[src/design/bbmq_pkg.sv]
// ----------------------------------------------------------------------------
// bbmq_pkg
// Shared codes and types for the byte budget message queue.
// ----------------------------------------------------------------------------
package bbmq_pkg;

    localparam int CNT_W = 7;   // producer_count and finished total

    localparam logic [1:0] MODE_ADD    = 2'd0;
    localparam logic [1:0] MODE_REMOVE = 2'd1;
    localparam logic [1:0] MODE_FINISH = 2'd2;

    localparam logic OP_ADD    = 1'b0;
    localparam logic OP_REMOVE = 1'b1;

    localparam logic [2:0] ST_ADDED     = 3'd0;
    localparam logic [2:0] ST_REMOVED   = 3'd1;
    localparam logic [2:0] ST_TOO_LARGE = 3'd2;
    localparam logic [2:0] ST_ZERO_SIZE = 3'd3;
    localparam logic [2:0] ST_CLOSED    = 3'd4;
    localparam logic [2:0] ST_FULL      = 3'd5;
    localparam logic [2:0] ST_EMPTY     = 3'd6;
    localparam logic [2:0] ST_BUSY      = 3'd7;

    localparam logic REG_QUEUE_BYTES    = 1'b0;
    localparam logic REG_PRODUCER_COUNT = 1'b1;

    typedef struct packed {
        logic        is_add;
        logic        is_remove;
        logic        is_finish;
        logic        blocking;
        logic [63:0] msg_handle;
        logic [31:0] msg_bytes;
        logic [15:0] receiver;
        logic [5:0]  finisher_id;
    } t_req;

    typedef struct packed {
        logic        op;
        logic [2:0]  status;
        logic [63:0] out_handle;
        logic [31:0] out_bytes;
        logic [15:0] out_receiver;
    } t_res;

    typedef struct packed {
        logic        en;
        logic        idx;
        logic [31:0] data;
    } t_cfg_wr;

    typedef struct packed {
        logic [31:0]      queue_bytes;
        logic [CNT_W-1:0] producer_count;
    } t_cfg_rd;

endpackage

[src/design/bbmq_if.sv]
// ----------------------------------------------------------------------------
// bbmq request and response channels
// Valid/ready channels carrying requests in and results out.
// ----------------------------------------------------------------------------
interface bbmq_in_if;
    logic        valid;
    logic        ready;
    logic [1:0]  mode;
    logic        blocking;
    logic [63:0] msg_handle;
    logic [31:0] msg_bytes;
    logic [15:0] receiver;
    logic [5:0]  finisher_id;

    modport source (output valid, mode, blocking, msg_handle, msg_bytes, receiver,
                    finisher_id, input ready);
    modport sink   (input valid, mode, blocking, msg_handle, msg_bytes, receiver,
                    finisher_id, output ready);
endinterface


[src/design/bbmq_front.sv]
// ----------------------------------------------------------------------------
// bbmq_front
// Accepts requests, decodes the mode and queues them for the sequencer.
// ----------------------------------------------------------------------------
module bbmq_front (
    input  logic              i_clk,
    input  logic              i_rst_n,
    bbmq_in_if.sink           i_req,
    output logic              o_req_valid,
    output bbmq_pkg::t_req    o_req,
    input  logic              i_req_take
);
    bbmq_pkg::t_req r_buf [2];
    logic           r_wp, r_rp;
    logic [1:0]     r_cnt;
    bbmq_pkg::t_req w_dec;
    logic           w_push, w_pop;

    always_comb begin
        w_dec.is_add      = (i_req.mode == bbmq_pkg::MODE_ADD);
        w_dec.is_remove   = (i_req.mode == bbmq_pkg::MODE_REMOVE);
        w_dec.is_finish   = (i_req.mode == bbmq_pkg::MODE_FINISH);
        w_dec.blocking    = i_req.blocking;
        w_dec.msg_handle  = i_req.msg_handle;
        w_dec.msg_bytes   = i_req.msg_bytes;
        w_dec.receiver    = i_req.receiver;
        w_dec.finisher_id = i_req.finisher_id;
    end

    assign i_req.ready = (r_cnt != 2'd2);
    assign w_push      = i_req.valid && i_req.ready;
    assign w_pop       = i_req_take && (r_cnt != 2'd0);
    assign o_req_valid = (r_cnt != 2'd0);
    assign o_req       = r_buf[r_rp];

    always_ff @(posedge i_clk) begin
        if (w_push) begin
            r_buf[r_wp] <= w_dec;
        end
    end

    always_ff @(posedge i_clk) begin
        if (!i_rst_n) begin
            r_wp  <= 1'b0;
            r_rp  <= 1'b0;
            r_cnt <= 2'd0;
        end else begin
            if (w_push) begin
                r_wp <= ~r_wp;
            end
            if (w_pop) begin
                r_rp <= ~r_rp;
            end
            r_cnt <= r_cnt + {1'b0, w_push} - {1'b0, w_pop};
        end
    end
endmodule

[src/flat_wrapper.sv]
// flat-port wrapper written by rule: the top's interface ports become plain ports
module bbmq_front_flat 
  (i_clk, i_rst_n, o_req_valid, o_req, i_req_take, i_req_valid, i_req_mode, i_req_blocking, i_req_msg_handle, i_req_msg_bytes, i_req_receiver, i_req_finisher_id, i_req_ready);
  bbmq_in_if i_req_i ();
  input  logic i_clk;
  input  logic i_rst_n;
  output logic o_req_valid;
  output bbmq_pkg::t_req o_req;
  input  logic i_req_take;
  input wire logic [$bits(i_req_i.valid)-1:0] i_req_valid;
  input wire logic [$bits(i_req_i.mode)-1:0] i_req_mode;
  input wire logic [$bits(i_req_i.blocking)-1:0] i_req_blocking;
  input wire logic [$bits(i_req_i.msg_handle)-1:0] i_req_msg_handle;
  input wire logic [$bits(i_req_i.msg_bytes)-1:0] i_req_msg_bytes;
  input wire logic [$bits(i_req_i.receiver)-1:0] i_req_receiver;
  input wire logic [$bits(i_req_i.finisher_id)-1:0] i_req_finisher_id;
  output wire logic [$bits(i_req_i.ready)-1:0] i_req_ready;
  assign i_req_i.valid = i_req_valid;
  assign i_req_i.mode = i_req_mode;
  assign i_req_i.blocking = i_req_blocking;
  assign i_req_i.msg_handle = i_req_msg_handle;
  assign i_req_i.msg_bytes = i_req_msg_bytes;
  assign i_req_i.receiver = i_req_receiver;
  assign i_req_i.finisher_id = i_req_finisher_id;
  assign i_req_ready = i_req_i.ready;
  bbmq_front u_core (.i_clk(i_clk), .i_rst_n(i_rst_n), .i_req(i_req_i), .o_req_valid(o_req_valid), .o_req(o_req), .i_req_take(i_req_take));
endmodule
[config.mk]
export PLATFORM = sky130hd
export DESIGN_NAME = bbmq_front_flat
export DESIGN_NICKNAME = d
export VERILOG_FILES = /design/src/design/bbmq_pkg.sv /design/src/design/bbmq_if.sv /design/src/design/bbmq_front.sv /design/src/flat_wrapper.sv
export SDC_FILE = /design/constraint.sdc
export NUM_CORES = 1
export LEC_CHECK = 0
export ABC_AREA = 1
export CELL_PAD_IN_SITES_DETAIL_PLACEMENT = 0
export CELL_PAD_IN_SITES_GLOBAL_PLACEMENT = 1
export CORE_ASPECT_RATIO = 1.75
export CORE_MARGIN = 2
export CORE_UTILIZATION = 50
export DETAILED_ROUTE_END_ITERATION = 16
export DONT_BUFFER_PORTS = 1
export PLACE_DENSITY = 0.73
export SLEW_MARGIN = 40
export SYNTH_ARGS = -nofsm -noshare
export SYNTH_HDL_FRONTEND = slang
export SYNTH_SLANG_ARGS = --single-unit
[constraint.sdc]
create_clock -name i_clk -period 8.05 [get_ports i_clk]
set_clock_uncertainty 0.15 [all_clocks]
set_input_delay 0.805 -clock i_clk [delete_from_list [all_inputs] [get_ports i_clk]]
set_output_delay 0.805 -clock i_clk [all_outputs]
set_load 0.02 [all_outputs]
## Yosys cells after proc, flatten, opt, wreduce, memory -nomap -nowiden

Memories as Yosys holds them, arrays and structs flattened. A register that Yosys moved wholly into a read port is not among the register bits.
Cells that the tools add are included.

| word-level totals | value |
|---|---|
| word-level logic and storage cells | 19 |
| bits in writable memories | 244 |
| output and inout bits | 124 |
| register bits | 4 |
| memories kept | 1 |
| input bits | 125 |

Memories:

| name | depth | width | read ports | clocked after memory_dff | write ports | RTL line | RTL |
|---|---|---|---|---|---|---|---|
| u_core.r_buf | 2 | 122 | 1 | 1 | 1 | bbmq_front.sv:13 | `bbmq_pkg::t_req r_buf [2];` |

| cells by class | value |
|---|---|
| eq/ne operators | 3 |
| reductions and logical operators | 4 |
| mux-type cells | 4 |
| bitwise operators | 2 |
| $add $sub $neg | 2 |

Operators with widths:

| kind | number |
|---|---|
| 1-bit two-way mux | 4 |
| 2-bit by 1-bit adder with 2-bit output | 1 |
| 2-bit by 1-bit == test with 1-bit output, second input constant | 1 |
| 2-bit == test, second input constant | 1 |
| 1-bit logical AND | 2 |
| 2-bit zero test | 1 |
| 2-bit inequality test, second input constant | 1 |
| 1-bit NOT | 2 |
| 2-bit nonzero test | 1 |
| 2-bit by 1-bit subtractor with 2-bit output | 1 |

## Logic depth before layout (Yosys ltp)

| depth | value |
|---|---|
| depth in word-level cells | 4 |
| mapped depth | 10 |
| depth with buffers taken out | 10 |

## Least setup slack after synthesis

No wires, ideal clock.

| timing path | value |
|---|---|
| path kind | in2reg |
| start | input port i_req_valid |
| end | memory u_core.r_buf[0][0] in the netlist's numbering, enable pin |
| cell stages on the path | 2 |
| slack | 1.347 ns |
| data required time | 7.296 ns |
| setup time | 0.604 ns |
| path buffers | 0 |
| data arrival time | 5.949 ns |
| cell sequence | nand2_1 > nor2_1 |

| between the ends | value |
|---|---|
| longest elaborated chain between the ends | 3 |

Ends and longest elaborated chain:

| item | RTL line | RTL |
|---|---|---|
| start, declared | flat_wrapper.sv:10 | `input wire logic [$bits(i_req_i.valid)-1:0] i_req_valid;` |
| 1-bit logical AND | bbmq_front.sv:31 | `assign w_push = i_req.valid && i_req.ready;` |
| 1-bit two-way mux | bbmq_front.sv:37 | `if (w_push) begin` |
| 1-bit two-way mux (implied by the code) | bbmq_front.sv:38 | `r_buf[r_wp] <= w_dec;` |
| end, declared | bbmq_front.sv:13 |  |

No other way between the ends.

==> results.json <==
{
  "status": "completed",
  "syn_avg_cell_area_um2": 22.23,
  "tightest_slew_ps": 800.1,
  "detailed_place_hpwl_mm": 10.52,
  "reg2reg_slack_ps": 5330,
  "cts.sinks": 249,
  "r2r-start": "u_core.r_cnt[0]",
  "synth_warnings": 0,
  "min_period_over_period": 0.5132,
  "crit_chain": "buf_4 > buf_4 > mux2_2",
  "final_core_util": 0.5542,
  "final_common_cell": "edfxtp_1",
  "hold_buffers": 0,
  "initial_core_util": 0.5084,
  "peakVddDrop_mv": 0.2504,
  "root_buffer": "clkbuf_16",
  "cts_resized": 0,
  "grt_util_all_layers": 0.1471,
  "row_count": 66,
  "multi_input_area_um2": 1807,
  "grt_pass1_vias": 3951,
  "vias_per_cell": 5.421,
  "path_max_fanout": 51,
  "arrival_ps": 3180,
  "leakagePower_uw": 0.003504,
  "ys_ff_latch": 249,
  "max-slew-margin-rel": 0.4666,
  "postCtsSetupBuffers": 0,
  "antenna_cells": 0,
  "syn-cell-area_um2": 9404,
  "grt_overflow": 0,
  "synth_nets": 550,
  "path_common_cell": "buf_4",
  "layout_common_cells": "edfxtp_1 (244), mux2_4 (80), mux2_2 (42)",
  "cpLargestDelayFamily": "buffers and inverters",
  "final.setup.worst_slack_ps": 3919,
  "fin_setup_tns_ps": 0,
  "wl_per_cell_um": 22.72,
  "syn_to_final_growth_pct": 9.008,
  "portBuffers": 0,
  "whs_ps": 247.0,
  "hold_viol_final": 0,
  "seq_area_frac_synth": 0.7898,
  "path_buf_inv": 2,
  "cts_inserted_buffers": 21,
  "nets": 564,
  "finalSetupViolations": 0,
  "slowest_stage": "dfxtp_4",
  "worst_setup_path_start_kind": "register",
  "worst_skew_pair.late_latency_ps": 490,
  "drt-total-wl_mm": 15.66,
  "slew_violations": 0,
  "crit_required_ps": 7090,
  "drv_cap": 0,
  "place_ws_ps": 4387,
  "cp-end-kind": "output pin",
  "ioPinCount": 249,
  "layout_min_cycle_time_ps": 4131,
  "num_vias": 3735,
  "cts.clk_slew.worst_paths_ps": 70,
  "dieArea_um2": 19960,
  "chipWidth_um": 107.7,
  "drc": 0,
  "fill_cells": 1420,
  "min_from": "i_req_msg_handle[26]",
  "ys_types": 13,
  "drive_gt1_frac": 0.3459,
  "antenna_found_initial": 0,
  "cts_tree": "yes",
  "core_area_um2": 18500,
  "routabilityCongestion": 0.7118,
  "max_freq_ghz": 0.2421,
  "initialDrtViolationCount": 189,
  "slowest_delay_ps": 760,
  "hp-class": "input pin to register",
  "dieHeight_um": 185.4,
  "ant_nets": 0,
  "rsz0062_at_grt": "false",
  "power_density_nw_per_um2": 341.8,
  "grt_pass1_wl_mm": 21.91,
  "cts_max_path_buffers": 3,
  "dr.pass1.iters": 4,
  "critPathKind": "register to output pin",
  "seqCellArea_um2": 7431,
  "cts_max_level": 1,
  "post_synth_inst_count": 423,
  "grt_max_degree": 65
}
==> Yosys cell counts <==
cell type	instances	area [um^2]
nor2_1	11	41.29
buf_6	9	101.4
mux2_4	80	1201
buf_2	4	20.02
dfxtp_1	5	100.1
nand2_1	9	33.78
buf_8	1	15.01
mux2_2	42	473.0
edfxtp_1	244	7327
a21oi_1	2	10.01
inv_1	11	41.29
ha_1	2	25.02
nand3_1	3	15.01
==> report_power, final <==
part / leakage (uW) / switching (uW) / internal, uW / total [uW]
Combinational: 0.000878 / 536 / 302 / 838
Sequential: 0.00232 / 75.7 / 1660 / 1740
Clock: 0.000305 / 416 / 513 / 929
==> flip-flops by register name, indices dropped and copies added, names as in the netlist, named ones only <==
signal / count
u_core.r_rp: 1
u_core.r_cnt: 2
u_core.r_wp: 1
u_core.r_buf: 244
==> kinds of logic (layout without fill, tap and decap cells) <==
| kind of cell | after synthesis | in the layout | synth area share |
|---|---|---|---|
| buffers and inverters | 25 | 53 | 0.01889 |
| and+or+nand+nor | 23 | 23 | 0.009579 |
| DFF | 249 | 249 | 0.7898 |
| adders and majority gates | 2 | 2 | 0.002661 |
| muxes | 122 | 122 | 0.1780 |
| AOI/OAI and AO/OA | 2 | 2 | 0.001064 |
==> per-stage QoR <==
step | std cells | power (uW) | cell area [um^2]
after floorplan | 423 | 2529 | 9404
after global placement | 652 | 2593 | 9617
after detailed placement | 652 | 2617 | 9617
after CTS | 689 | 3545 | 10240
after global routing | 689 | 3634 | 10250
final | 689 | 3504 | 10250
==> final timing paths <==
| kind | end | cells after the start |
|---|---|---|
| max | o_req[14] | 3 |
| min | u_core.r_buf[0][80] | 0 |
| max reg2reg | u_core.r_buf[1][8] | 5 |
| min reg2reg | register | 2 |
==> worst reg2reg max path, stage by stage, from the launching register on <==
cell and delay (ps):
dfxtp_1 340, inv_1 70, nand2_1 260, nand3_1 240, inv_6 460, buf_4 800
==> cell type report <==
type / count / share of cell area
multi-input cells: 149 / 0.1762
inverters: 11 / 0.004516
flip-flops and latches: 249 / 0.7249
clock inverters: 12 / 0.008544
repair buffers: 5 / 0.004028
well taps: 238 / 0.02905
clock buffers: 25 / 0.05273
==> layer usage <==
layer	wire length [um]	global-route usage	vias up
li1	-	-	1669
met1	4773	0.1383	1859
met2	8904	0.2808	174
met3	1501	0.05313	33
met4	477	0.05897	0
met5	0	0	-
Power figures use the tool's default switching activity.
